## src/gcre_pkg.sv

```systemverilog
// Shared constants, types and helpers for the grid cell range enumerator.
`default_nettype none

package gcre_pkg;

    localparam int MAX_SIDE    = 64;
    localparam int MAX_CELLS   = 64;
    localparam int COORD_WIDTH = 24;

    localparam int HALF_W  = 23;
    localparam int INV_W   = 24;
    localparam int SIDE_W  = 7;
    localparam int INDEX_W = 12;
    localparam int CFG_W   = 24;
    localparam int FRAC_SH = 24;

    localparam int CELL_W = (MAX_SIDE > 1) ? $clog2(MAX_SIDE) : 1;
    localparam int T_W    = ((COORD_WIDTH + 2 > HALF_W + 1) ? COORD_WIDTH + 2 : HALF_W + 1) + 1;
    localparam int P_W    = T_W + INV_W + 1;
    localparam int CNT_W  = (MAX_CELLS > 1) ? $clog2(MAX_CELLS + 1) : 1;
    localparam int TOT_W  = 2 * (CELL_W + 1);

    localparam logic [1:0] CFG_HALF = 2'd0;
    localparam logic [1:0] CFG_INV  = 2'd1;
    localparam logic [1:0] CFG_SIDE = 2'd2;

    typedef logic signed [T_W-1:0] t_tcoord;
    typedef logic [CELL_W-1:0]     t_cell;

    typedef struct packed {
        t_tcoord [3:0] x;
        t_tcoord [3:0] y;
    } t_corners;

    typedef struct packed {
        t_cell [3:0] x;
        t_cell [3:0] y;
    } t_cells;

    typedef struct packed {
        t_cell x0;
        t_cell x1;
        t_cell y0;
        t_cell y1;
    } t_bounds;

    typedef struct packed {
        t_cell               x0;
        t_cell               x1;
        logic [INDEX_W-1:0]  base;
        logic [CNT_W-1:0]    rem;
        logic                over;
    } t_range;

    // Limit the side count to 1..MAX_SIDE.
    function automatic logic [SIDE_W-1:0] f_side_eff(input logic [SIDE_W-1:0] s);
        logic [SIDE_W-1:0] r;
        r = s;
        if (s == '0) begin
            r = SIDE_W'(1);
        end else if (int'(s) > MAX_SIDE) begin
            r = SIDE_W'(MAX_SIDE);
        end
        return r;
    endfunction

endpackage

`default_nettype wire

```

## src/gcre_front.sv

```systemverilog
// Corner stage: start and end box corners offset by half the grid width.
`default_nettype none

module gcre_front (
    input  logic                                    i_clk,
    input  logic                                    i_rst_n,
    input  logic                                    i_valid,
    output logic                                    o_ready,
    input  logic signed [gcre_pkg::COORD_WIDTH-1:0] i_pos_x,
    input  logic signed [gcre_pkg::COORD_WIDTH-1:0] i_pos_y,
    input  logic signed [gcre_pkg::COORD_WIDTH-1:0] i_move_x,
    input  logic signed [gcre_pkg::COORD_WIDTH-1:0] i_move_y,
    input  logic signed [gcre_pkg::COORD_WIDTH-1:0] i_box_lo_x,
    input  logic signed [gcre_pkg::COORD_WIDTH-1:0] i_box_lo_y,
    input  logic signed [gcre_pkg::COORD_WIDTH-1:0] i_box_hi_x,
    input  logic signed [gcre_pkg::COORD_WIDTH-1:0] i_box_hi_y,
    input  logic        [gcre_pkg::HALF_W-1:0]      i_half,
    output logic                                    o_valid,
    input  logic                                    i_ready,
    output gcre_pkg::t_corners                      o_corners
);
    import gcre_pkg::*;

    t_tcoord  w_px, w_py, w_mx, w_my, w_lx, w_ly, w_hx, w_hy, w_half;
    t_corners n_corners;
    t_corners r_corners;
    logic     r_valid;

    assign w_px   = T_W'(i_pos_x);
    assign w_py   = T_W'(i_pos_y);
    assign w_mx   = T_W'(i_move_x);
    assign w_my   = T_W'(i_move_y);
    assign w_lx   = T_W'(i_box_lo_x);
    assign w_ly   = T_W'(i_box_lo_y);
    assign w_hx   = T_W'(i_box_hi_x);
    assign w_hy   = T_W'(i_box_hi_y);
    assign w_half = T_W'(i_half);

    always_comb begin
        n_corners.x[0] = w_px + w_lx + w_half;
        n_corners.x[1] = w_px + w_hx + w_half;
        n_corners.x[2] = w_px + w_lx + w_mx + w_half;
        n_corners.x[3] = w_px + w_hx + w_mx + w_half;
        n_corners.y[0] = w_py + w_ly + w_half;
        n_corners.y[1] = w_py + w_hy + w_half;
        n_corners.y[2] = w_py + w_ly + w_my + w_half;
        n_corners.y[3] = w_py + w_hy + w_my + w_half;
    end

    assign o_ready = !r_valid || i_ready;

    always_ff @(posedge i_clk) begin
        if (!i_rst_n) begin
            r_valid <= 1'b0;
        end else if (o_ready) begin
            r_valid <= i_valid;
        end
    end

    always_ff @(posedge i_clk) begin
        if (o_ready && i_valid) begin
            r_corners <= n_corners;
        end
    end

    assign o_valid   = r_valid;
    assign o_corners = r_corners;

endmodule

`default_nettype wire

```

## config.mk

```make
export PLATFORM = sky130hd
export DESIGN_NAME = gcre_front
export DESIGN_NICKNAME = d
export VERILOG_FILES = /design/src/gcre_pkg.sv /design/src/gcre_front.sv
export SDC_FILE = /design/constraint.sdc
export NUM_CORES = 1
export LEC_CHECK = 0
export BUFFER_PORTS_ARGS = -buffer_cell sky130_fd_sc_hd__buf_4
export CAP_MARGIN = 20
export CORE_MARGIN = 8
export CORE_UTILIZATION = 35
export CTS_BUF_LIST = sky130_fd_sc_hd__clkbuf_8
export DETAILED_ROUTE_END_ITERATION = 10
export HOLD_SLACK_MARGIN = 0.03
export SETUP_SLACK_MARGIN = 0.1
export SYNTH_ARGS = -nofsm -noshare
export SYNTH_HDL_FRONTEND = slang
export SYNTH_SLANG_ARGS = --single-unit
```

## constraint.sdc

```tcl
create_clock -name i_clk -period 7.6 [get_ports i_clk]
set_input_delay 1.52 -clock i_clk [delete_from_list [all_inputs] [get_ports i_clk]]
set_output_delay 1.52 -clock i_clk [all_outputs]
set_load 0.05 [all_outputs]
```

==> flow_summary.toml <==
[placement]
dp_hpwl_um = 68600
dp.cells = 3740
routabilityCongestion = 0.936
dp_slack_ns = 0.826
io_buffer_count = 436

[routing]
ant_nets = 0
via_count = 19900
initialDrtViolationCount = 1278
drcViolationCount = 0
routed_wl_um = 80600
via_per_inst = 5.21
first_pass_iters = 8
wl_per_cell_um = 21.1

[layout]
drive_gt1_frac = 0.187
stdcell_count = 3816
area_growth_syn_to_layout_pct = 22.2
finalNetCount = 3541

[global_routing]
grt_pass1_vias = 19300
grt_max_degree = 107
grt_pass1_wl_um = 118000
grt_overflow = 0
gr-usage-all-layers = 0.206
grt_antenna_before_repair = 1

[timing]
rsz0062_at_grt = "false"
timing.setup.tns_ns = 0
max_freq_mhz = 159
finalWorstSetupSlack_ns = 1.32
max-slew-margin-rel = 0.335
finalMaxSlewViolations = 0
worst_slew_pin_slew_ns = 0.972
hold_violations = 0
whs_ns = 0.560
fin_skew_ns = 0.0284
period_needed_ns = 6.28
setup_violations = 0
fin_crit_sh = 0.827

[setup_path]
cp_slowest_cell = "nor4b_1"
slowest_delay_ns = 0.64
endpoint_kind = "flip-flop"
cp_cell_sequence = "buf_4 > ha_1 > inv_1 > fa_1 > nor2b_1 > o21a_1 > o21ai_0 > a21oi_1 > o31ai_1 > nor2b_1 > xnor2_1 > inv_1 > fa_1 > inv_1 > ha_1 > nand3_1 > nor4b_1 > a211oi_1 > o21ai_0 > o211ai_1 > a21oi_1 > o21ai_0"
path_buf_inv = 4
cp.arrival_ns = 6.64
required_ns = 7.96
cp_max_fo = 5
crit_family = "compound AO/OA/AOI/OAI gates"
critPathKind = "in -> reg"
crit_path_start_kind = "input pin"

[yosys]
netlist_instances = 2450
yosys_warnings = 0
synth_edf_count = 212
synth_fa_ha_area_frac = 0.251
synth_fp_nets = 3069
synth_top_family_by_area = "adder cells"
synth_seq_cells = 213
yosysUniqueCellTypes = 91
synth-compound-area-share = 0.208
syn_avg_cell_area_um2 = 9.40
ys.flop_type = "edfxtp_1"
syn_area_mm2 = 0.0230
synthMuxAreaShare = 0.00272
async_reset_ff_frac = 0
synthSimpleGateAreaFrac = 0.115
synth_xor_area_frac = 0.0893
ys_seq_area_frac = 0.277

[clock_network]
clkSlewWorstSetupHoldPaths_ns = 0.06
ctsResizeCount = 0
insertion_delay_ns = 0.62
postCtsHoldBufs = 0
cts_sinks = 213
post_cts_buffers = 0
cts_max_level = 2
root_buffer = "clkbuf_8"
clk_path_buf_depth = 3
numCtsBuffers = 44
cts_tree = "done"

[power]
netSwitchingFraction = 0.499
p_leak_uw = 0.0133
power_frac_comb = 0.650
ir_worst_vdd_v = 0.000207
intPower_uw = 4710
p_per_area_mw_per_mm2 = 334
pwr-share-clk = 0.124
switchingPower_uw = 4690
power_frac_seq = 0.225

[floorplan]
initial_core_util = 0.352
core_mm2 = 0.0655
rows = 94
die_h_um = 273
pin_count = 437
die_area_mm2 = 0.0743
die_w_um = 273

[worst_hold_path]
hold_path_class = "reg -> reg"

[run]
maxCapViolCount = 0

[outcome]
status = "finished clean"
## sequential cells by signal, indices dropped and copies added (netlist names)
| name | flops |
|---|---|
| o_corners | 212 |
| o_valid | 1 |
## through the flow
step	area, µm²	utilization	power (µW)
2_1_floorplan	23000	-	6460
3_3_place_gp	27400	0.418	8180
3_5_place_dp	27400	0.418	8240
4_1_cts	28200	0.430	9490
5_1_grt	28200	0.430	10000
6_report	28200	0.430	9410
## cells in the final DEF (no fill, tap or decap), types with 44 or more instances in the layout
cell and n:
a21o_1 107, nand3_1 44, a21oi_1 212, inv_1 347, nand2_1 97, xnor2_1 159
o21a_1 53, nor2_1 158, o21ai_0 123, buf_4 437, ha_1 296, xor2_1 76
clkbuf_8 45, edfxtp_1 212, fa_1 104, nor3_1 56
## power groups by stage
stage | clock, µW | sequential, µW | combinational [µW]
3_3_place_gp | 0 | 2150 | 6040
4_1_cts | 1230 | 2130 | 6140
5_1_grt | 1270 | 2160 | 6600
2_1_floorplan | 0 | 3470 | 2990
3_5_place_dp | 0 | 2140 | 6100
6_report | 1170 | 2120 | 6120
## synthesized netlist by cell type (all sizes together) (10+ instances only)
cell,count,share of area
nor2b,36,0.0098
nor2,159,0.026
o21a,53,0.017
o21bai,35,0.011
a31oi,21,0.0075
nor3,57,0.013
xnor2,159,0.060
nand3,44,0.0096
o21ai,140,0.031
a21oi,216,0.048
fa,104,0.090
a21o,107,0.035
nand2b,39,0.011
nand2,97,0.016
inv,334,0.054
or3,12,0.0033
xor2,76,0.029
ha,296,0.16
a211oi,28,0.0096
and3,29,0.0079
o211ai,10,0.0035
or2,15,0.0041
edfxtp,212,0.28
a211o,10,0.0038
## routing by layer
metal,routed length [µm],vias up,global-route usage
met3,4930,103,0.0399
met2,38700,672,0.352
met1,34800,9402,0.263
met4,2170,0,0.0580
li1,-,9707,-
met5,0,-,0
## logic make-up (layout without fill, tap and decap cells)
logic type | after synthesis | count (layout)
AOI/OAI and AO/OA | 715 | 715
and+or+nand+nor | 535 | 535
adders and majority gates | 400 | 400
buffers and inverters | 346 | 847
xor gates and xnor gates | 235 | 235
DFF | 213 | 213
muxes | 6 | 6
other | 0 | 1
## worst reg2reg max path: stages, from the launching register on
cell and delay (ns):
dfxtp_1 0.31, nand2b_1 0.11, and2_4 0.71, buf_4 0.76
## area by class of cell
class                           count  area (µm²)
Fill cell                        6383       37300
Timing Repair Buffer              438        3300
Antenna cell                        1        2.50
Inverter                          334        1250
Multi-Input combinational cell   1891       15300
Clock buffer                       45         619
Sequential cell                   213        6390
Tap cell                          864        1080
Clock inverter                     30         183
## path summary, 6_finish.rpt
check / to / slack [ns] / depth (start not counted) / startpoint
worst max-delay path: o_corners[215] / 1.32 / 22 / i_pos_x[0]
worst min-delay path: o_valid / 0.56 / 2 / o_valid
worst max register to register: o_corners[24] / 5.28 / 3 / o_valid
worst min register to register: o_valid / 0.56 / 2 / o_valid
Power figures use the tool's default switching activity.
