--- src/gcre_pkg.sv ---
// Shared constants, types and helpers for the grid cell range enumerator.
`default_nettype none

package gcre_pkg;

    localparam int MAX_SIDE    = 64;
    localparam int MAX_CELLS   = 64;
    localparam int COORD_WIDTH = 24;

    localparam int HALF_W  = 23;
    localparam int INV_W   = 24;
    localparam int SIDE_W  = 7;
    localparam int INDEX_W = 12;
    localparam int CFG_W   = 24;
    localparam int FRAC_SH = 24;

    localparam int CELL_W = (MAX_SIDE > 1) ? $clog2(MAX_SIDE) : 1;
    localparam int T_W    = ((COORD_WIDTH + 2 > HALF_W + 1) ? COORD_WIDTH + 2 : HALF_W + 1) + 1;
    localparam int P_W    = T_W + INV_W + 1;
    localparam int CNT_W  = (MAX_CELLS > 1) ? $clog2(MAX_CELLS + 1) : 1;
    localparam int TOT_W  = 2 * (CELL_W + 1);

    localparam logic [1:0] CFG_HALF = 2'd0;
    localparam logic [1:0] CFG_INV  = 2'd1;
    localparam logic [1:0] CFG_SIDE = 2'd2;

    typedef logic signed [T_W-1:0] t_tcoord;
    typedef logic [CELL_W-1:0]     t_cell;

    typedef struct packed {
        t_tcoord [3:0] x;
        t_tcoord [3:0] y;
    } t_corners;

    typedef struct packed {
        t_cell [3:0] x;
        t_cell [3:0] y;
    } t_cells;

    typedef struct packed {
        t_cell x0;
        t_cell x1;
        t_cell y0;
        t_cell y1;
    } t_bounds;

    typedef struct packed {
        t_cell               x0;
        t_cell               x1;
        logic [INDEX_W-1:0]  base;
        logic [CNT_W-1:0]    rem;
        logic                over;
    } t_range;

    // Limit the side count to 1..MAX_SIDE.
    function automatic logic [SIDE_W-1:0] f_side_eff(input logic [SIDE_W-1:0] s);
        logic [SIDE_W-1:0] r;
        r = s;
        if (s == '0) begin
            r = SIDE_W'(1);
        end else if (int'(s) > MAX_SIDE) begin
            r = SIDE_W'(MAX_SIDE);
        end
        return r;
    endfunction

endpackage

`default_nettype wire

--- src/gcre_scan.sv ---
// Scanner: cells go row by row into the output register, one per cycle unless stalled.
`default_nettype none

module gcre_scan (
    input  logic                           i_clk,
    input  logic                           i_rst_n,
    input  logic                           i_valid,
    output logic                           o_ready,
    input  gcre_pkg::t_range               i_range,
    input  logic [gcre_pkg::SIDE_W-1:0]    i_side,
    output logic                           o_valid,
    input  logic                           i_ready,
    output logic [gcre_pkg::INDEX_W-1:0]   o_cell_index,
    output logic                           o_last_cell,
    output logic                           o_overflowed
);
    import gcre_pkg::*;

    logic                r_busy;
    t_cell               r_x;
    t_cell               r_x0;
    t_cell               r_x1;
    logic [INDEX_W-1:0]  r_base;
    logic [CNT_W-1:0]    r_rem;
    logic                r_over;
    logic                r_out_valid;
    logic [INDEX_W-1:0]  r_out_index;
    logic                r_out_last;
    logic                r_out_over;
    logic                w_emit;
    logic                w_last_emit;
    logic                w_load;

    assign w_emit      = r_busy && (!r_out_valid || i_ready);
    assign w_last_emit = w_emit && (r_rem == '0);
    assign o_ready     = !r_busy || w_last_emit;
    assign w_load      = i_valid && o_ready;

    always_ff @(posedge i_clk) begin
        if (!i_rst_n) begin
            r_busy      <= 1'b0;
            r_out_valid <= 1'b0;
        end else begin
            if (w_load) begin
                r_busy <= 1'b1;
            end else if (w_last_emit) begin
                r_busy <= 1'b0;
            end
            if (w_emit) begin
                r_out_valid <= 1'b1;
            end else if (i_ready) begin
                r_out_valid <= 1'b0;
            end
        end
    end

    always_ff @(posedge i_clk) begin
        if (w_load) begin
            r_x    <= i_range.x0;
            r_x0   <= i_range.x0;
            r_x1   <= i_range.x1;
            r_base <= i_range.base;
            r_rem  <= i_range.rem;
            r_over <= i_range.over;
        end else if (w_emit) begin
            r_rem <= r_rem - 1'b1;
            if (r_x == r_x1) begin
                r_x    <= r_x0;
                r_base <= r_base + INDEX_W'(i_side);
            end else begin
                r_x <= r_x + 1'b1;
            end
        end
    end

    always_ff @(posedge i_clk) begin
        if (w_emit) begin
            r_out_index <= r_base + INDEX_W'(r_x);
            r_out_last  <= (r_rem == '0);
            r_out_over  <= r_over;
        end
    end

    assign o_valid      = r_out_valid;
    assign o_cell_index = r_out_index;
    assign o_last_cell  = r_out_last;
    assign o_overflowed = r_out_over;

endmodule

`default_nettype wire

--- config.mk ---
export PLATFORM = sky130hd
export DESIGN_NAME = gcre_scan
export DESIGN_NICKNAME = d
export VERILOG_FILES = /design/src/gcre_pkg.sv /design/src/gcre_scan.sv
export SDC_FILE = /design/constraint.sdc
export NUM_CORES = 1
export LEC_CHECK = 0
export BUFFER_PORTS_ARGS = -buffer_cell sky130_fd_sc_hd__buf_4
export CAP_MARGIN = 5
export CELL_PAD_IN_SITES_DETAIL_PLACEMENT = 2
export CELL_PAD_IN_SITES_GLOBAL_PLACEMENT = 2
export CORE_AREA = 2 2 104 126
export DETAILED_ROUTE_END_ITERATION = 16
export DIE_AREA = 0 0 106 128
export GPL_TIMING_DRIVEN = 0
export PLACE_DENSITY_LB_ADDON = 0.08
export SYNTH_ARGS = -nofsm -noshare
export SYNTH_HDL_FRONTEND = slang
export SYNTH_SLANG_ARGS = --single-unit
--- constraint.sdc ---
create_clock -name i_clk -period 3.45 [get_ports i_clk]
set_input_delay 0.345 -clock i_clk [delete_from_list [all_inputs] [get_ports i_clk]]
set_output_delay 0.345 -clock i_clk [all_outputs]
set_load 0.05 [all_outputs]
==> results.yml, run 1 <==
outcome:
  status: "complete, no violations"
worst_hold_path:
  hp-class: "input pin to register"
  hold_depth: 1
  hp-start: "i_range[23]"
  hold_end: "r_x1[3]"
logic_synthesis:
  syn_area_um2: 3000
  synth_top_cell_area_share_pct: 52.0
  yosysWarnings: 0
  ys_ff_latch: 54
  async_flop_share_pct: 0
  yosys-top-cells-area: "edfxtp_1, ha_1, xnor2_1, xor2_1, a21oi_1"
  syn-num-nets: 317
  ys_seq_area_share_pct: 53.3
  synth-edff-count: 52
  synth.distinct_cells: 40
  synth_cells: 257
  synth-main-ff-cell: "edfxtp_1"
  synth_area_leader_cell: "edfxtp_1"
  syn_avg_cell_area_um2: 11.7
sta:
  tns_ns: 0
  skew_ns: 0.00872
  tightest_slew_ns: 0.784
  rsz0062_at_grt: "no"
  fmaxAchievable_ghz: 0.340
  max-slew-margin-rel_pct: 47.4
  period_needed_ns: 2.94
  setup_violations: 0
  drv_slew: 0
  hold_viol_final: 0
  fin_crit_sh_pct: 85.4
clocking:
  holdBufCountCts: 0
  clockBufferDepth: 2
  path_clk_slew_ns: 0.07
  worst_skew_pair.late_latency_ns: 0.30
  cts_made_buffers: 5
  ctsResizeCount: 0
  post_cts_buffers: 0
  clkSinkCount: 54
  cts_tree: "yes"
  cts-root-buf: "clkbuf_16"
  h-tree-depth: 2
floorplanning:
  die_w_um: 106
  die_y_um: 128
  die_area_um2: 13600
  coreArea_um2: 12400
  io_pins: 59
  floorplan.initialDensity_pct: 24.1
  rows: 45
final_layout:
  n_fill_cell: 1355
  syn_to_final_growth_pct: 26.4
  multi_input_area_um2: 1290
  final_common_cell: "buf_4"
  nets: 383
  drive_above_1_share_pct: 25.6
  final_cell_mix: "buf_4, edfxtp_1, a21oi_1, nor2_1, inv_1"
  stdcell_area_um2: 3800
  seq_area_um2: 1600
  diodes: 0
placed_design:
  hpwl_um: 6020
  place.gp.congestion: 0.679
  postPlaceCellArea_um2: 3650
  port-buffer-count: 58
worst_setup_path:
  critPathMaxStageDelay_ns: 0.45
  r2r_end: "r_base[7]"
  crit_chain: "inv_1, ha_1, nor3b_2, a41o_1, nand2_2, buf_2, buf_2, o21ai_1, buf_6"
  reg2reg_from: "r_rem[0]"
  slowest_stage: "o21ai_1"
  crit_arrival_ns: 2.96
  start_kind: "register"
  rrSetupSlack_ns: 0.51
  cp.required_ns: 3.46
  r2r_cells: 9
  endpoint_kind: "register"
  crit_fanout: 10
  path_common_cell: "buf_2"
  path_class: "register to register"
drt:
  drt_iter0_markers: 44
  route.antenna.remaining_nets: 0
  avgRoutedWirePerCell_um: 15.9
  drc_errors: 0
  vias_per_cell: 4.40
  first_pass_iters: 3
  wl_um: 7740
  vias: 2148
global_route:
  top_usage_layer: "met2"
  grt_use_total_pct: 12.2
  grt_pass1_wl_um: 12600
  grt-ovfl-total: 0
  grtUsageMet1_pct: 14.6
  grt_pass1_vias: 2324
  met2_usage_pct: 22.0
  grt_max_degree: 17
  groute.layer.met3.usage_pct: 2.44
  antenna_found_initial: 0
power:
  ir_drop_uv: 192
  p_total_uw: 2020
  power_density_nw_per_um2: 533
  leakagePower_uw: 0.00153
run:
  cap_viol_max_count: 0
## worst max-delay path, delay by kind of cell, from the launching register on
kind                     cells  cell delay (ns)
AO/OA/AOI/OAI                2             0.73
adder cells (fa/ha/maj)      1             0.18
buffers and inverters        4             0.80
flip-flops                   1             0.41
AND/OR/NAND/NOR              2             0.56
## registers in the layout, indices dropped and copies added (netlist names)
| register | count |
|---|---|
| r_over | 1 |
| r_x0 | 6 |
| r_rem | 7 |
| r_busy | 1 |
| o_overflowed | 1 |
| o_cell_index | 12 |
| r_x | 6 |
| r_x1 | 6 |
| o_last_cell | 1 |
| o_valid | 1 |
| r_base | 12 |
## Yosys cell counts, types with 2 or more instances
| master | number |
|---|---|
| edfxtp_1 | 52 |
| a21oi_1 | 25 |
| nor2_1 | 22 |
| inv_1 | 19 |
| xnor2_1 | 16 |
| xor2_1 | 16 |
| ha_1 | 15 |
| nand2_1 | 9 |
| mux2_2 | 7 |
| nand3_1 | 7 |
| clkbuf_1 | 6 |
| nor3_1 | 6 |
| o21a_1 | 6 |
| o21ai_0 | 5 |
| nand4_1 | 4 |
| a21boi_0 | 3 |
| buf_2 | 3 |
| mux2_4 | 3 |
| mux2i_1 | 3 |
| o211ai_1 | 3 |
| a21o_1 | 2 |
| a41o_1 | 2 |
| and3_1 | 2 |
| dfxtp_1 | 2 |
| fa_1 | 2 |
| nor2b_1 | 2 |
| o31ai_1 | 2 |
## per-layer routing
metal / vias to the layer above / routed length [µm]
li1: 1065 / -
met1: 1044 / 3320
met2: 33 / 4060
met3: 6 / 254
met4: 0 / 105
met5: - / 0
## final cells by class
| class | instances | share of cell area (%) |
|---|---|---|
| inverter | 19 | 1.88 |
| buffer | 9 | 0.989 |
| timing repair buffer | 59 | 11.8 |
| tap | 164 | 5.41 |
| clock buffer | 5 | 3.30 |
| clock inverter | 3 | 0.428 |
| multi-input combinational | 175 | 34.0 |
| sequential | 54 | 42.2 |
## logic make-up after synthesis
kind of cell | after synthesis | share of synthesized area [%]
xor+xnor | 32 | 9.33
compound gates | 53 | 11.0
simple gates | 60 | 10.0
fa+ha+maj | 17 | 7.58
flops | 54 | 53.3
mux | 13 | 5.13
buf+inv | 28 | 3.62
## metrics by stage
stage	instances	hold WS, ns	setup slack [ns]	util (%)
finish	488	0.221	0.505	30.5
global route	488	0.208	0.208	30.5
CTS	488	0.209	0.420	30.5
detailed placement	480	0.407	0.441	29.4
global placement	479	0.401	0.0448	29.3
floorplan	257	0.400	0.591	-
## where the power goes
group / switching [µW] / total [µW] / internal [µW]
clock: 242 / 508 / 266
combinational: 355 / 619 / 265
sequential: 60.2 / 897 / 837
total: 657 / 2020 / 1370
## worst max path at each step
stage / startpoint / end / slack (ns)
2_1_floorplan: r_rem[0] / r_base[0] / 0.59
3_3_place_gp: r_x[4] / r_base[10] / 0.04
3_5_place_dp: r_rem[0] / r_base[9] / 0.44
4_1_cts: r_rem[0] / r_base[7] / 0.42
5_1_grt: r_rem[0] / r_base[7] / 0.21
6_report: r_rem[0] / r_base[7] / 0.51
No activity file was read; power rests on OpenSTA's default activity.
==> run 2, diff against run 1 <==
--- a/config.mk
+++ b/config.mk
@@ -9,9 +9,9 @@
 export CAP_MARGIN = 5
 export CELL_PAD_IN_SITES_DETAIL_PLACEMENT = 2
 export CELL_PAD_IN_SITES_GLOBAL_PLACEMENT = 2
-export CORE_AREA = 2 2 104 126
+export CORE_AREA = 2 2 88 107
 export DETAILED_ROUTE_END_ITERATION = 16
-export DIE_AREA = 0 0 106 128
+export DIE_AREA = 0 0 90 109
 export GPL_TIMING_DRIVEN = 0
 export PLACE_DENSITY_LB_ADDON = 0.08
 export SYNTH_ARGS = -nofsm -noshare
==> run 2 against run 1 <==
Effect of this change:
- clock power decreased by 12%
- sequential power about the same
- die area decreased by 28%
- register-to-register slack improved by 0.12 ns
- combinational power increased by 1%
- core utilization increased by 12 points
- sequential share of layout area increased by 0.91 points
- critical path depth unchanged
- non-clock buffer count unchanged
- via count increased by 0.47%
- first-iteration DRC count unchanged
- count of clock-buffer cells in the layout unchanged
- critical path type unchanged
- largest cell class unchanged
==> results.yml, run 2 (synthesis gave the netlist of run 1 again) <==
final_layout:
  drive_above_1_share_pct: 25.9
  stdcell_area_um2: 3720
  final_cell_mix: "buf_4, edfxtp_1, a21oi_1, nor2_1, inv_1"
  diodes: 0
  nets: 383
  final_common_cell: "buf_4"
  syn_to_final_growth_pct: 23.7
  n_fill_cell: 988
clocking:
  ctsResizeCount: 0
  holdBufCountCts: 0
  cts_made_buffers: 5
  post_cts_buffers: 0
  cts-root-buf: "clkbuf_8"
  clockBufferDepth: 2
  h-tree-depth: 2
  clkSinkCount: 54
  worst_skew_pair.late_latency_ns: 0.31
  cts_tree: "yes"
  path_clk_slew_ns: 0.11
worst_setup_path:
  crit_arrival_ns: 2.86
  rrSetupSlack_ns: 0.62
  r2r_end: "r_base[5]"
  path_class: "register to register"
  reg2reg_from: "r_rem[0]"
  r2r_cells: 9
  endpoint_kind: "register"
  start_kind: "register"
  crit_fanout: 10
  cp.required_ns: 3.48
placed_design:
  port-buffer-count: 58
  place.gp.congestion: 0.721
  postPlaceCellArea_um2: 3600
  hpwl_um: 5720
floorplanning:
  coreArea_um2: 8840
  die_y_um: 109
  die_area_um2: 9810
  io_pins: 59
  floorplan.initialDensity_pct: 34.0
  die_w_um: 90
  rows: 38
sta:
  max-slew-margin-rel_pct: 54.8
  drv_slew: 0
  tns_ns: 0
  skew_ns: 0.0157
  setup_violations: 0
  rsz0062_at_grt: "no"
  hold_viol_final: 0
  fin_crit_sh_pct: 81.9
  period_needed_ns: 2.83
  tightest_slew_ns: 0.673
  fmaxAchievable_ghz: 0.354
global_route:
  grt_pass1_wl_um: 12200
  grt-ovfl-total: 0
  grt_max_degree: 19
  antenna_found_initial: 0
  grt_use_total_pct: 16.0
  grt_pass1_vias: 2378
power:
  leakagePower_uw: 0.00152
  ir_drop_uv: 205
  power_density_nw_per_um2: 530
drt:
  wl_um: 7390
  drc_errors: 0
  first_pass_iters: 4
  route.antenna.remaining_nets: 0
  vias_per_cell: 4.86
  avgRoutedWirePerCell_um: 16.6
  drt_iter0_markers: 44
  vias: 2158
worst_hold_path:
  hold_depth: 1
  hold_end: "r_x1[2]"
  hp-start: "i_range[22]"
  hp-class: "input pin to register"
run:
  cap_viol_max_count: 0
outcome:
  status: "complete, no violations"
==> run 2: cell count changes in the layout (fill, tap and decap cells not counted), sizes merged <==
cell and change:
clkinvlp -1, clkinv -1, bufinv +1, inv +1
==> run 2: stage by stage <==
step | util [%] | total power (µW) | hold slack (ns) | instances | worst slack (ns)
2_1_floorplan | - | 1340 | 0.400 | 257 | 0.591
3_3_place_gp | 40.6 | 1520 | 0.404 | 435 | 0.249
3_5_place_dp | 40.7 | 1550 | 0.425 | 436 | 0.571
4_1_cts | 42.0 | 2000 | 0.188 | 444 | 0.539
5_1_grt | 42.0 | 2100 | 0.172 | 444 | 0.377
6_report | 42.0 | 1970 | 0.197 | 444 | 0.623
==> run 2: layout make-up <==
type | count | area (µm²) | share of cell area [%]
Multi-Input combinational cell | 175 | 1290 | 34.8
Tap cell | 120 | 150 | 4.04
Timing Repair Buffer | 59 | 447 | 12.0
Clock inverter | 3 | 47.5 | 1.28
Buffer | 9 | 37.5 | 1.01
Clock buffer | 5 | 68.8 | 1.85
Sequential cell | 54 | 1600 | 43.1
Inverter | 19 | 71.3 | 1.92
==> run 2: layer usage <==
layer  part of all wire [%]  global-route usage, %  vias up
met5                      0                      0        -
li1                       -                      -     1061
met4                   0.81                   3.63        0
met1                     40                   18.4     1056
met2                     56                   31.3       37
met3                    2.8                   2.21        4
==> run 2: worst max-delay path by stage <==
stage,start,slack (ns),to
floorplan,r_rem[0],0.59,r_base[0]
global placement,r_x[4],0.25,r_base[1]
detailed placement,r_rem[0],0.57,r_base[1]
CTS,r_rem[0],0.54,r_base[5]
global route,r_rem[0],0.38,r_base[5]
finish,r_rem[0],0.62,r_base[5]
==> run 2: report_power, final <==
part           switching [µW]  internal (µW)  leakage, µW
logic                     361            265     0.000951
clock network             226            221    0.0000587
registers                59.4            836     0.000513
total                     646           1320      0.00152
==> run 2: critical path: stages (launching register included) <==
cell,delay [ns]
edfxtp_1,0.42
inv_1,0.08
ha_1,0.18
nor3b_2,0.29
a41o_1,0.27
nand2_2,0.20
buf_2,0.28
buf_2,0.22
o21ai_1,0.39
buf_6,0.22
==> run 3, diff against run 2 <==
--- a/config.mk
+++ b/config.mk
@@ -9,9 +9,9 @@
 export CAP_MARGIN = 5
 export CELL_PAD_IN_SITES_DETAIL_PLACEMENT = 2
 export CELL_PAD_IN_SITES_GLOBAL_PLACEMENT = 2
-export CORE_AREA = 2 2 88 107
+export CORE_AREA = 2 2 92 112
 export DETAILED_ROUTE_END_ITERATION = 16
-export DIE_AREA = 0 0 90 109
+export DIE_AREA = 0 0 94 114
 export GPL_TIMING_DRIVEN = 0
 export PLACE_DENSITY_LB_ADDON = 0.08
 export SYNTH_ARGS = -nofsm -noshare
==> constraint.sdc (replaced) <==
create_clock -name i_clk -period 2.6 [get_ports i_clk]
set_input_delay 0.26 -clock i_clk [delete_from_list [all_inputs] [get_ports i_clk]]
set_output_delay 0.26 -clock i_clk [all_outputs]
set_load 0.05 [all_outputs]
==> run 3 against run 2 <==
Effect of this change:
- total power grew 36%
- worst setup slack lost 0.32 ns
- sequential cell count is the same
- via count shrank 0.56%
- global-route usage shrank 0.99 points
- clock power grew 48%
- register-to-register slack lost 0.32 ns
- critical endpoint is now r_x1[1]
- largest cell class unchanged
- highest routed layer unchanged
==> results.yml, run 3 (synthesis gave the netlist of run 1 again) <==
drt:
  avgRoutedWirePerCell_um: 16.3
  drc_errors: 0
  vias_per_cell: 4.78
  wl_um: 7310
  drt_iter0_markers: 72
  first_pass_iters: 4
  vias: 2146
  route.antenna.remaining_nets: 0
power:
  power_density_nw_per_um2: 709
  ir_drop_uv: 255
  leakagePower_uw: 0.00154
placed_design:
  place.gp.congestion: 0.751
  dp_slack_ns: -0.278
  hpwl_um: 5610
  port-buffer-count: 58
final_layout:
  multi_input_area_um2: 1320
  n_fill_cell: 1052
  seq_area_um2: 1600
  final_common_cell: "buf_4"
  drive_above_1_share_pct: 26.6
  syn_to_final_growth_pct: 26.0
  diodes: 0
  final_cell_mix: "buf_4, edfxtp_1, a21oi_1, nor2_1, inv_1"
  nets: 382
worst_setup_path:
  cpLargestDelayFamily: "buffers and inverters"
  cp_num_cells: 8
  critPathMaxStageDelay_ns: 0.38
  slowest_stage: "edfxtp_1"
  path_buf_inv: 4
  path_class: "register to register"
  crit_fanout: 19
  start_kind: "register"
  r2r_cells: 8
  crit_arrival_ns: 2.36
  crit_chain: "inv_1, ha_1, nor3b_4, a41o_2, nand2_2, buf_4, clkinvlp_4, buf_12"
  endpoint_kind: "register"
  cp.required_ns: 2.66
sta:
  hold_viol_final: 0
  tightest_slew_ns: 0.637
  skew_ns: 0.00610
  rsz0062_at_grt: "no"
  final.setup.worst_slack_ns: 0.301
  setup_violations: 0
  period_needed_ns: 2.30
  fin_crit_sh_pct: 88.4
  drv_slew: 0
  fmaxAchievable_ghz: 0.435
  tns_ns: 0
  max-slew-margin-rel_pct: 57.5
global_route:
  grt-ovfl-total: 0
  grt_max_degree: 17
  grt_pass1_wl_um: 11900
  grt_pass1_vias: 2363
  grt_use_total_pct: 15.0
  antenna_found_initial: 0
clocking:
  holdBufCountCts: 0
  h-tree-depth: 2
  path_clk_slew_ns: 0.07
  cts_made_buffers: 5
  cts-root-buf: "clkbuf_16"
  cts_tree: "yes"
  clkSinkCount: 54
  worst_skew_pair.late_latency_ns: 0.30
  clockBufferDepth: 2
worst_hold_path:
  hold_depth: 1
  hp-class: "input pin to register"
floorplanning:
  die_area_um2: 10700
  floorplan.initialDensity_pct: 30.8
  rows: 40
  io_pins: 59
  coreArea_um2: 9760
  die_y_um: 114
  die_w_um: 94
run:
  cap_viol_max_count: 0
outcome:
  status: "complete, no violations"
## run 3: cell count changes in the layout (fill, tap and decap cells not counted), sizes merged
cell,previous run,this run
inv,20,18
clkinv,1,2
clkinvlp,0,1
buf,62,61
bufinv,1,0
clkbuf,11,12
## run 3: timing repair
action,CTS,global route
setup endpoints to repair,38,38
gates resized for setup,3,3
buffers inserted,1,0
## run 3: worst paths after layout
check	start	endpoint	slack [ns]
worst max-delay path	r_rem[0]	r_x1[1]	0.30
worst min-delay path	i_range[0]	r_over	0.13
worst max register to register	r_rem[0]	r_x1[1]	0.30
worst min register to register	r_over	o_overflowed	0.43
## run 3: layout make-up
class | instances | area share (%)
buffer | 8 | 0.926
sequential | 54 | 42.3
multi-input combinational | 175 | 34.9
inverter | 19 | 1.98
clock inverter | 2 | 0.265
clock buffer | 6 | 3.41
tap | 126 | 4.17
timing repair buffer | 59 | 12.0
## run 3: through the flow
step	power, µW	std cells	utilization [%]	hold slack [ns]	cell area, µm²
floorplan	1780	257	-	0.359	3010
global placement	2020	441	36.9	0.401	3600
detailed placement	2040	441	36.9	0.412	3600
CTS	2740	450	38.6	0.120	3770
global route	2850	449	38.8	0.119	3780
finish	2680	449	38.8	0.132	3780
## run 3: per-layer routing
metal  up-vias  global-route usage, %  part of all wire [%]
li1       1058                      -                     -
met1      1046                   17.4                    41
met2        35                   26.7                    53
met3         7                   3.04                   3.3
met4         0                   6.09                   1.9
met5         -                      0                     0
## run 3: power by group
group	internal, µW	switching, µW
clock	355	308
sequential	1110	79.0
combinational	357	474
## run 3: worst register-to-register path: stages, from the launching register on
cell and delay (ns):
edfxtp_1 0.38, inv_1 0.06, ha_1 0.22, nor3b_4 0.17, a41o_2 0.30, nand2_2 0.25
buf_4 0.35, clkinvlp_4 0.17, buf_12 0.17
