**src/gcre_pkg.sv**
```systemverilog
// Shared constants, types and helpers for the grid cell range enumerator.
`default_nettype none

package gcre_pkg;

    localparam int MAX_SIDE    = 64;
    localparam int MAX_CELLS   = 64;
    localparam int COORD_WIDTH = 24;

    localparam int HALF_W  = 23;
    localparam int INV_W   = 24;
    localparam int SIDE_W  = 7;
    localparam int INDEX_W = 12;
    localparam int CFG_W   = 24;
    localparam int FRAC_SH = 24;

    localparam int CELL_W = (MAX_SIDE > 1) ? $clog2(MAX_SIDE) : 1;
    localparam int T_W    = ((COORD_WIDTH + 2 > HALF_W + 1) ? COORD_WIDTH + 2 : HALF_W + 1) + 1;
    localparam int P_W    = T_W + INV_W + 1;
    localparam int CNT_W  = (MAX_CELLS > 1) ? $clog2(MAX_CELLS + 1) : 1;
    localparam int TOT_W  = 2 * (CELL_W + 1);

    localparam logic [1:0] CFG_HALF = 2'd0;
    localparam logic [1:0] CFG_INV  = 2'd1;
    localparam logic [1:0] CFG_SIDE = 2'd2;

    typedef logic signed [T_W-1:0] t_tcoord;
    typedef logic [CELL_W-1:0]     t_cell;

    typedef struct packed {
        t_tcoord [3:0] x;
        t_tcoord [3:0] y;
    } t_corners;

    typedef struct packed {
        t_cell [3:0] x;
        t_cell [3:0] y;
    } t_cells;

    typedef struct packed {
        t_cell x0;
        t_cell x1;
        t_cell y0;
        t_cell y1;
    } t_bounds;

    typedef struct packed {
        t_cell               x0;
        t_cell               x1;
        logic [INDEX_W-1:0]  base;
        logic [CNT_W-1:0]    rem;
        logic                over;
    } t_range;

    // Limit the side count to 1..MAX_SIDE.
    function automatic logic [SIDE_W-1:0] f_side_eff(input logic [SIDE_W-1:0] s);
        logic [SIDE_W-1:0] r;
        r = s;
        if (s == '0) begin
            r = SIDE_W'(1);
        end else if (int'(s) > MAX_SIDE) begin
            r = SIDE_W'(MAX_SIDE);
        end
        return r;
    endfunction

endpackage

`default_nettype wire

```
**src/gcre_bound.sv**
```systemverilog
// Range stages: min and max cell per axis, then cell count and first row base.
`default_nettype none

module gcre_bound (
    input  logic                          i_clk,
    input  logic                          i_rst_n,
    input  logic                          i_valid,
    output logic                          o_ready,
    input  gcre_pkg::t_cells              i_cells,
    input  logic [gcre_pkg::SIDE_W-1:0]   i_side,
    output logic                          o_valid,
    input  logic                          i_ready,
    output gcre_pkg::t_range              o_range
);
    import gcre_pkg::*;

    t_bounds                                n_bounds;
    t_bounds                                r_bounds;
    logic                                   r_c_valid;
    logic                                   w_c_ready;
    t_cell                                  w_lo_x [2];
    t_cell                                  w_hi_x [2];
    t_cell                                  w_lo_y [2];
    t_cell                                  w_hi_y [2];
    logic [CELL_W:0]                        w_width;
    logic [CELL_W:0]                        w_height;
    logic [TOT_W-1:0]                       w_total;
    logic                                   w_over;
    logic [CNT_W-1:0]                       w_count;
    logic [INDEX_W+CELL_W+SIDE_W-1:0]       w_base_full;
    t_range                                 n_range;
    t_range                                 r_range;
    logic                                   r_d_valid;
    logic                                   w_d_ready;

    function automatic t_cell f_min(input t_cell a, input t_cell b);
        return (a < b) ? a : b;
    endfunction

    function automatic t_cell f_max(input t_cell a, input t_cell b);
        return (a > b) ? a : b;
    endfunction

    always_comb begin
        for (int i = 0; i < 2; i++) begin
            w_lo_x[i] = f_min(i_cells.x[2*i], i_cells.x[2*i+1]);
            w_hi_x[i] = f_max(i_cells.x[2*i], i_cells.x[2*i+1]);
            w_lo_y[i] = f_min(i_cells.y[2*i], i_cells.y[2*i+1]);
            w_hi_y[i] = f_max(i_cells.y[2*i], i_cells.y[2*i+1]);
        end
        n_bounds.x0 = f_min(w_lo_x[0], w_lo_x[1]);
        n_bounds.x1 = f_max(w_hi_x[0], w_hi_x[1]);
        n_bounds.y0 = f_min(w_lo_y[0], w_lo_y[1]);
        n_bounds.y1 = f_max(w_hi_y[0], w_hi_y[1]);
    end

    always_comb begin
        w_width     = {1'b0, r_bounds.x1} - {1'b0, r_bounds.x0} + 1'b1;
        w_height    = {1'b0, r_bounds.y1} - {1'b0, r_bounds.y0} + 1'b1;
        w_total     = w_width * w_height;
        w_over      = w_total > TOT_W'(MAX_CELLS);
        w_count     = w_over ? CNT_W'(MAX_CELLS) : CNT_W'(w_total);
        w_base_full = r_bounds.y0 * i_side;
        n_range.x0   = r_bounds.x0;
        n_range.x1   = r_bounds.x1;
        n_range.base = w_base_full[INDEX_W-1:0];
        n_range.rem  = w_count - 1'b1;
        n_range.over = w_over;
    end

    assign w_d_ready = !r_d_valid || i_ready;
    assign w_c_ready = !r_c_valid || w_d_ready;
    assign o_ready   = w_c_ready;

    always_ff @(posedge i_clk) begin
        if (!i_rst_n) begin
            r_c_valid <= 1'b0;
            r_d_valid <= 1'b0;
        end else begin
            if (w_c_ready) begin
                r_c_valid <= i_valid;
            end
            if (w_d_ready) begin
                r_d_valid <= r_c_valid;
            end
        end
    end

    always_ff @(posedge i_clk) begin
        if (w_c_ready && i_valid) begin
            r_bounds <= n_bounds;
        end
        if (w_d_ready && r_c_valid) begin
            r_range <= n_range;
        end
    end

    assign o_valid = r_d_valid;
    assign o_range = r_range;

endmodule

`default_nettype wire

```
**config.mk**
```make
export PLATFORM = sky130hd
export DESIGN_NAME = gcre_bound
export DESIGN_NICKNAME = d
export VERILOG_FILES = /design/src/gcre_pkg.sv /design/src/gcre_bound.sv
export SDC_FILE = /design/constraint.sdc
export NUM_CORES = 1
export LEC_CHECK = 0
export ABC_CLOCK_PERIOD_IN_PS = 20900
export BUFFER_PORTS_ARGS = -buffer_cell sky130_fd_sc_hd__buf_2
export CORE_MARGIN = 4
export CORE_UTILIZATION = 65
export CTS_CLUSTER_DIAMETER = 60
export CTS_CLUSTER_SIZE = 25
export DETAILED_ROUTE_END_ITERATION = 6
export PLACE_DENSITY = 0.86
export SYNTH_ARGS = -nofsm -noshare
export SYNTH_HDL_FRONTEND = slang
export SYNTH_SLANG_ARGS = --single-unit
```
**constraint.sdc**
```tcl
create_clock -name i_clk -period 20.9 [get_ports i_clk]
set_input_delay 0 -clock i_clk [delete_from_list [all_inputs] [get_ports i_clk]]
set_output_delay 0 -clock i_clk [all_outputs]
set_load 0.01 [all_outputs]
```
==> run metrics, run 1 <==
Tcrit/Tclk final=37.74%; Max Clk Rate=126.8 MHz; ys flop type=edfxtp_1; Detailed Routing Iterations Pass 1=5; setup TNS=0 ns; Max-Cap Viols=0; r2r endpoint=o_range[5]; largest net degree at the start of global routing=33; post-synth top area cell=edfxtp_1; Tightest Hold Check Type=input pin to register; most common cell in the netlist=inv_1; synth unique cells=53; Initial Util=67.18%; Final #Nets=1090; Skew-Pair Late Insertion Delay=0.34 ns; CP Data Arrival Time=8.06 ns; slew at the pin with the worst max-slew slack=1.140 ns; total track usage=27.13%; Routed WL per cell=16.91 um; main area contributors after synthesis=edfxtp_1 23%, ha_1 21%, fa_1 12%, mux2i_1 6.5%, inv_1 6.2%; CTS buffer count=9; Worst slew margin=23.51%; Hold Fails Final Rpt=0; vias per cell=6.005; Final Max Tran Viols=0; CTS sink cnt=58; Most common cell on crit path=inv_1; Hold Path Sink=o_valid; buffer levels on the longest clock path=2; Async S/R FF share, synth=0%; Post-synth EDFFs=56; core area=0.01098 mm2; CP max stage delay=0.54 ns; Worst Hold Depth=3; depth of the most critical reg-to-reg path=30; Vias=6059; die area=0.01312 mm2; row count=38; Ys Warns=0; r2r startpoint=r_bounds[7]; DRC errors left=0; Ant. Diodes=0; remaining global-route overflow=0; Root Buffer=clkbuf_16; fillers=740; die height=114.5 um; CP Max Fanout=8; status=completed; hold path start=i_ready; CTS tree=done; r2r setup slk=13.01 ns; routability cong.=0.8939; crit path time final=7.887 ns; H-tree depth=3; Req. time, crit path=21.07 ns; post-cts resize count=0; Setup CP Type=register to register; Die X=114.5 um; Worst Clk Skew=0.006571 ns; first-pass GRT wire length=28680 um; IO Count=93; Syn Area/Cell=9.657 um2; vias in the first global route=6198; synthesized cell area=0.007378 mm2; CTS clk-pin slew, worst paths=0.05 ns; Startpoint Class=register; share of post-route cells with drive strength above 1=13.35%; RSZ-0062 raised after global routing=no; Worst path slowest cell=fa_1; Final ANT Viol Nets=0; Mapped Cells=764; IO Port Bufs=92; Critical Path Sink Type=register; Post-DP HPWL=13830 um; final setup fails=0; initial antenna violation count=0; Layout area overhead=12.48%; post-synthesis sequential area ratio=23.33%; synth cell count leaders=122 x inv_1, 121 x ha_1, 57 x nand2_1; Synth Register Bits=58; Synth top area share=22.79%; Post-Route WL=17060 um; syn_nets=990; DRT iter0 DRCs=361
-- state kept, by name, indices dropped and copies added, names as in the netlist --
name / cells
n_range: 12
o_range: 32
r_c_valid: 1
r_bounds: 12
o_valid: 1
-- timing repair --
action	CTS	global route
hold buffers	2	0
buffers inserted	0	0
hold endpoints to repair	2	0
-- cell type report --
type / instances / area [um2] / share of cell area, %
flip-flops and latches: 58 / 1722 / 20.74
clock buffers: 10 / 229.0 / 2.759
clock inverters: 6 / 57.56 / 0.6935
repair buffers: 95 / 488.0 / 5.880
inverters: 122 / 457.9 / 5.518
well taps: 140 / 175.2 / 2.111
multi-input cells: 578 / 5170 / 62.29
-- critical path, delay by kind of cell (launching register included) --
kind            cells  cell delay (ns)
fa+ha+maj           9             3.56
flops               1             0.50
buf+inv             6             0.38
simple gates        7             1.45
compound gates      7             1.39
xor+xnor            1             0.45
-- layout by cell type, fill, tap and decap left out, types with 3 or more instances in the layout --
master     Yosys  routed
mux2i_1       48      48
nor2_1        24      24
ha_1         121     121
inv_1        122     122
a311oi_1      10      10
xor2_1         9       9
o21a_1        10      10
o21ai_0       36      36
nand3_1        3       3
nand4_1        7       7
edfxtp_1      56      56
a21o_1        20      20
xnor2_1       20      20
nor2b_1       13      12
a211oi_1       6       6
and4_1         4       4
a21oi_1       27      27
a31oi_1        6       6
nor3_1        20      20
buf_2          1      92
nand2b_1       9       9
and2_1        41      41
clkbuf_16      0       9
nand2_1       57      57
fa_1          46      46
o22ai_1        3       3
o21bai_1       7       7
-- layer usage --
layer  wire, um  vias up  global-route usage, %
met2       8970      212                  49.98
met4        363        0                  8.393
met1       6816     2927                  32.39
li1           -     2879                      -
met3        909       41                  4.017
met5          0        -                      0
-- metrics by stage --
| step | cells | hold WS, ns | utilization, % | area [um2] | setup WS, ns |
|---|---|---|---|---|---|
| 6_report | 1009 | 0.02098 | 75.56 | 8299 | 13.01 |
| 5_1_grt | 1009 | 0.04893 | 75.56 | 8299 | 12.53 |
| 4_1_cts | 1009 | 0.01867 | 75.56 | 8299 | 13.10 |
| 3_5_place_dp | 991 | 0.2299 | 72.77 | 7993 | 13.17 |
| 3_3_place_gp | 991 | 0.2119 | 72.77 | 7993 | 13.51 |
| 2_1_floorplan | 764 | 0.1178 | - | 7378 | 13.82 |
-- kinds of logic (layout without fill, tap and decap cells) --
| family | count (synthesis) | in the layout | share of synthesized area, % |
|---|---|---|---|
| AND/OR/NAND/NOR | 188 | 188 | 13.26 |
| flip-flops | 58 | 58 | 23.33 |
| XOR/XNOR | 30 | 30 | 3.663 |
| AO/OA/AOI/OAI | 143 | 143 | 13.29 |
| multiplexers | 50 | 50 | 6.817 |
| adder cells (fa/ha/maj) | 167 | 167 | 33.00 |
| buffers and inverters | 128 | 233 | 6.630 |
-- worst max path at each step --
stage / start / to / depth (start not counted)
5_1_grt: r_bounds[7] / o_range[5] / 30
6_report: r_bounds[7] / o_range[5] / 30
4_1_cts: r_bounds[7] / o_range[5] / 30
3_3_place_gp: r_bounds[8] / o_range[5] / 29
2_1_floorplan: r_bounds[8] / o_range[5] / 29
3_5_place_dp: r_bounds[8] / o_range[5] / 29
Power of run 1 is left out: the tool's default activity adds up to more than one toggle a clock period on the data nets, which glitch-free logic cannot reach.
==> run 2: changes to the inputs <==
--- a/config.mk
+++ b/config.mk
@@ -5,14 +5,14 @@
 export SDC_FILE = /design/constraint.sdc
 export NUM_CORES = 1
 export LEC_CHECK = 0
-export ABC_CLOCK_PERIOD_IN_PS = 20900
+export ABC_CLOCK_PERIOD_IN_PS = 8100
 export BUFFER_PORTS_ARGS = -buffer_cell sky130_fd_sc_hd__buf_2
 export CORE_MARGIN = 4
-export CORE_UTILIZATION = 65
+export CORE_UTILIZATION = 60
 export CTS_CLUSTER_DIAMETER = 60
 export CTS_CLUSTER_SIZE = 25
 export DETAILED_ROUTE_END_ITERATION = 6
-export PLACE_DENSITY = 0.86
+export PLACE_DENSITY = 0.8
 export SYNTH_ARGS = -nofsm -noshare
 export SYNTH_HDL_FRONTEND = slang
 export SYNTH_SLANG_ARGS = --single-unit
==> constraint.sdc (replaced) <==
create_clock -name i_clk -period 8.1 [get_ports i_clk]
set_input_delay 0 -clock i_clk [delete_from_list [all_inputs] [get_ports i_clk]]
set_output_delay 0 -clock i_clk [all_outputs]
set_load 0.01 [all_outputs]
==> run metrics, run 2 (synthesis gave the netlist of run 1 again) <==
share of post-route cells with drive strength above 1=13.71% (+0.36 points); buffer levels on the longest clock path=2 (unchanged); routability cong.=0.9123 (+2.1%); remaining global-route overflow=0 (unchanged); Initial Util=61.43% (-5.8 points); Worst path slowest cell=fa_1; final setup fails=0 (unchanged); vias per cell=5.812 (-3.2%); CTS sink cnt=58 (unchanged); Req. time, crit path=8.28 ns (-12.79 ns); Die X=118.9 um (+3.8%); CTS buffer count=9 (unchanged); CTS clk-pin slew, worst paths=0.06 ns (about the same); Post-DP HPWL=13470 um (-2.6%); Critical Path Sink Type=register; Tightest Hold Check Type=input pin to register; IO Count=93 (unchanged); Final #Nets=1089 (-0.092%); largest net degree at the start of global routing=33 (unchanged); CP max stage delay=0.55 ns (about the same); Skew-Pair Late Insertion Delay=0.34 ns (about the same); crit path time final=7.658 ns (-0.2286 ns); Worst slew margin=17.42% (-6.1 points); Final Max Tran Viols=0 (unchanged); Routed WL per cell=16.27 um (-3.8%); die area=0.01413 mm2 (+7.7%); Worst Clk Skew=0.008316 ns (+0.001745 ns); slew at the pin with the worst max-slew slack=1.231 ns (+0.09081 ns); Post-Route WL=16520 um (-3.2%); Tcrit/Tclk final=94.55% (+57 points); Hold Fails Final Rpt=0 (unchanged); Ant. Diodes=0 (unchanged); CTS tree=done; die height=118.9 um (+3.8%); Max Clk Rate=130.6 MHz (+3.0%); Largest register FFs=32 (unchanged); status=completed; Startpoint Class=register; CP Data Arrival Time=7.84 ns (-0.22 ns); Detailed Routing Iterations Pass 1=5 (unchanged); Setup CP Type=register to register; Vias=5899 (-2.6%); Root Buffer=clkbuf_16; IO Port Bufs=92 (unchanged); vias in the first global route=6222 (+0.39%); CP Max Fanout=8 (unchanged); most frequent cells in the layout=122 x inv_1, 121 x ha_1, 92 x buf_2; postcts setup bufs=0 (unchanged); total track usage=24.38% (-2.7 points); core area=0.01201 mm2 (+9.4%); Final ANT Viol Nets=0 (unchanged); RSZ-0062 raised after global routing=no; first-pass GRT wire length=28420 um (-0.91%); H-tree depth=3 (unchanged); row count=40 (+5.3%); DRC errors left=0 (unchanged); Layout area overhead=12.92%; Max-Cap Viols=0 (unchanged); DRT iter0 DRCs=367 (+1.7%); setup TNS=0 ns (unchanged); commonest non-fill, non-tap cell in the layout=inv_1; initial antenna violation count=0 (unchanged)
## run 2: through the flow
stage	cells	utilization [%]	worst slack [ns]	hold slack [ns]	area [um2]
6_report	1015	69.36	0.4415	0.03581	8332
3_3_place_gp	997	66.59	0.6940	0.2136	7999
4_1_cts	1015	69.30	0.3512	0.02667	8324
5_1_grt	1015	69.36	0.06969	0.05145	8332
2_1_floorplan	764	-	1.019	0.1178	7378
3_5_place_dp	997	66.59	0.4142	0.2269	7999
## run 2: layout make-up
type                    count  area (um2)
well taps                 147       183.9
clock inverters             5       52.55
repair buffers             94       480.5
inverters                 122       457.9
flip-flops and latches     58        1722
fillers                   931        3680
multi-input cells         578        5182
clock buffers              11       252.7
## run 2: worst max-delay path: cells and delay by family (launching register included)
kind | cells | cell delay (ns)
compound gates | 9 | 1.96
xor+xnor | 1 | 0.28
fa+ha+maj | 8 | 3.24
buf+inv | 4 | 0.22
flops | 1 | 0.45
simple gates | 7 | 1.37
## run 2: final timing paths
kind          startpoint           to  slack [ns]  cells after the start
max reg2reg  r_bounds[8]   o_range[5]        0.44                     29
min reg2reg  n_range[31]  o_range[31]        0.45                      0
max          r_bounds[8]   o_range[5]        0.44                     29
min              i_ready      o_valid        0.04                      3
## run 2: per-layer routing
layer | GRT usage (%) | wire length (um) | vias to the layer above
met2 | 43.30 | 8361 | 185
li1 | - | - | 2881
met5 | 0 | 0 | -
met3 | 4.701 | 845 | 20
met1 | 30.29 | 7079 | 2813
met4 | 6.734 | 229 | 0
## run 2: timing repair
action                     4_1_cts  5_1_grt
hold buffers                     2        0
hold endpoints to repair         2        0
setup endpoints to repair        0        1
gates resized for setup          0        1
Power of run 2 is left out for the same reason.
==> run 3: changes to the inputs <==
--- a/config.mk
+++ b/config.mk
@@ -8,11 +8,12 @@
 export ABC_CLOCK_PERIOD_IN_PS = 8100
 export BUFFER_PORTS_ARGS = -buffer_cell sky130_fd_sc_hd__buf_2
 export CORE_MARGIN = 4
-export CORE_UTILIZATION = 60
+export CORE_UTILIZATION = 61
+export CTS_BUF_LIST = sky130_fd_sc_hd__clkbuf_8
 export CTS_CLUSTER_DIAMETER = 60
 export CTS_CLUSTER_SIZE = 25
 export DETAILED_ROUTE_END_ITERATION = 6
-export PLACE_DENSITY = 0.8
+export PLACE_DENSITY = 0.81
 export SYNTH_ARGS = -nofsm -noshare
 export SYNTH_HDL_FRONTEND = slang
 export SYNTH_SLANG_ARGS = --single-unit
==> run metrics, run 3 (synthesis gave the netlist of run 1 again) <==
status=completed; Hold Path Sink=o_valid; footprint of the multi-input gates=0.005182 mm2 (unchanged); Final ANT Viol Nets=0 (unchanged); most frequent cells in the layout=122 x inv_1, 121 x ha_1, 92 x buf_2; Vias=5932 (+0.56%); Detailed Routing Iterations Pass 1=7 (+2); total track usage=23.37% (-1.0 points); CTS buffer count=9 (unchanged); commonest non-fill, non-tap cell in the layout=inv_1; Startpoint Class=register; GRT Max-Usage Layer=met2; Req. time, crit path=8.30 ns (+0.02 ns); Register Area=0.001722 mm2 (unchanged); Largest register FFs=32 (unchanged); Layout area overhead=12.28%; final setup fails=0 (unchanged); r2r startpoint=r_bounds[8]; Worst Clk Skew=0.01360 ns (+0.005282 ns); H-tree depth=3 (unchanged); remaining global-route overflow=0 (unchanged); Die X=118.0 um (-0.77%); depth of the most critical reg-to-reg path=29 (unchanged); Worst slew margin=29.71% (+12 points); Setup CP Type=register to register; initial antenna violation count=0 (unchanged); IO Port Bufs=92 (unchanged); Initial Util=63.53% (+2.1 points); Post-DP HPWL=13280 um (-1.4%); share of post-route cells with drive strength above 1=14.20% (+0.49 points); DRC errors left=0 (unchanged); Final #Nets=1094 (+0.46%); largest net degree at the start of global routing=33 (unchanged); fillers=909 (-2.4%); Worst Hold Depth=3 (unchanged); Ant. Diodes=0 (unchanged); slew at the pin with the worst max-slew slack=1.054 ns (-0.1770 ns); CP Data Arrival Time=7.80 ns (-0.04 ns); setup TNS=0 ns (unchanged); Max Clk Rate=131.7 MHz (+0.87%); CP Max Fanout=8 (unchanged); first-pass GRT wire length=27050 um (-4.8%); Final Max Tran Viols=0 (unchanged); Tightest Hold Check Type=input pin to register; r2r setup slk=0.51 ns (+0.07 ns); Hold Fails Final Rpt=0 (unchanged); Worst path slowest cell=fa_1; crit path time final=7.593 ns (-0.06573 ns); DRT iter0 DRCs=457 (+25%); buffer levels on the longest clock path=2 (unchanged); Tcrit/Tclk final=93.74% (-0.81 points); vias per cell=5.839 (+0.46%); vias in the first global route=5993 (-3.7%); core area=0.01161 mm2 (-3.3%); CP max stage delay=0.54 ns (about the same); routability cong.=0.9044 (-0.87%); met1 usage=28.63% (-1.7 points); die area=0.01392 mm2 (-1.5%); met2 GRT Util=41.57% (-1.7 points); hold path start=i_ready; r2r endpoint=o_range[5]; hold slack=0.01109 ns (-0.02471 ns); Routed WL per cell=15.86 um (-2.5%); M3 GR Usage=3.748% (-0.95 points); Skew-Pair Late Insertion Delay=0.36 ns (+0.02 ns); CTS clk-pin slew, worst paths=0.08 ns (+0.02 ns); CTS tree=done; IO Count=93 (unchanged); CTS sink cnt=58 (unchanged); Critical Path Sink Type=register; Max-Cap Viols=0 (unchanged); die height=118.0 um (-0.77%); row count=39 (-2.5%); Root Buffer=clkbuf_8; Post-Route WL=16110 um (-2.4%)
[run 3: cell types whose count changed in the layout (fill, tap and decap cells not counted), moves of 2 or more]
| cell | previous run | this run |
|---|---|---|
| inv_6 | 0 | 2 |
| clkbuf_8 | 2 | 9 |
| clkbuf_16 | 9 | 0 |
| clkinv_2 | 3 | 0 |
| buf_4 | 0 | 5 |
[run 3: critical path: cells and delay by family (launching register included)]
family	cells	cell delay (ns)
adders and majority gates	8	3.21
AOI/OAI and AO/OA	9	2.06
and+or+nand+nor	7	1.26
DFF	1	0.44
xor gates and xnor gates	1	0.24
buffers and inverters	4	0.22
[run 3: cell type report]
cell class              instances  area share, %
clock buffers                   9          1.495
clock inverters                 7          1.223
inverters                     122          5.528
multi-input cells             578          62.56
flip-flops and latches         58          20.78
well taps                     143          2.160
repair buffers                 99          6.253
[run 3: repair_timing]
| item | in CTS | in global routing |
|---|---|---|
| hold buffers | 2 | 0 |
| endpoints found under the setup margin | 0 | 2 |
| buffers inserted | 0 | 2 |
| gates resized for setup | 0 | 1 |
| hold endpoints to repair | 2 | 0 |
[run 3: worst max path at each step]
stage	start	to	slack (ns)	depth (start not counted)
2_1_floorplan	r_bounds[8]	o_range[5]	1.02	29
3_3_place_gp	r_bounds[8]	o_range[5]	0.72	29
3_5_place_dp	r_bounds[8]	o_range[5]	0.42	29
4_1_cts	r_bounds[8]	o_range[5]	0.40	29
5_1_grt	r_bounds[8]	o_range[5]	-0.03	29
6_report	r_bounds[8]	o_range[5]	0.51	29
[run 3: layer usage]
metal  wire length, um  vias up
li1                  -     2881
met1              6780     2837
met2              8187      182
met3               760       32
met4               385        0
met5                 0        -
[run 3: per-stage QoR]
step | cells | cell area, um2 | utilization (%) | setup WS, ns
after global placement | 996 | 8016 | 69.03 | 0.7196
after detailed placement | 996 | 8016 | 69.03 | 0.4244
final | 1016 | 8284 | 71.33 | 0.5073
after CTS | 1014 | 8262 | 71.14 | 0.4034
after floorplan | 764 | 7378 | - | 1.019
after global routing | 1016 | 8284 | 71.33 | -0.02525
Power of run 3 is left out for the same reason.
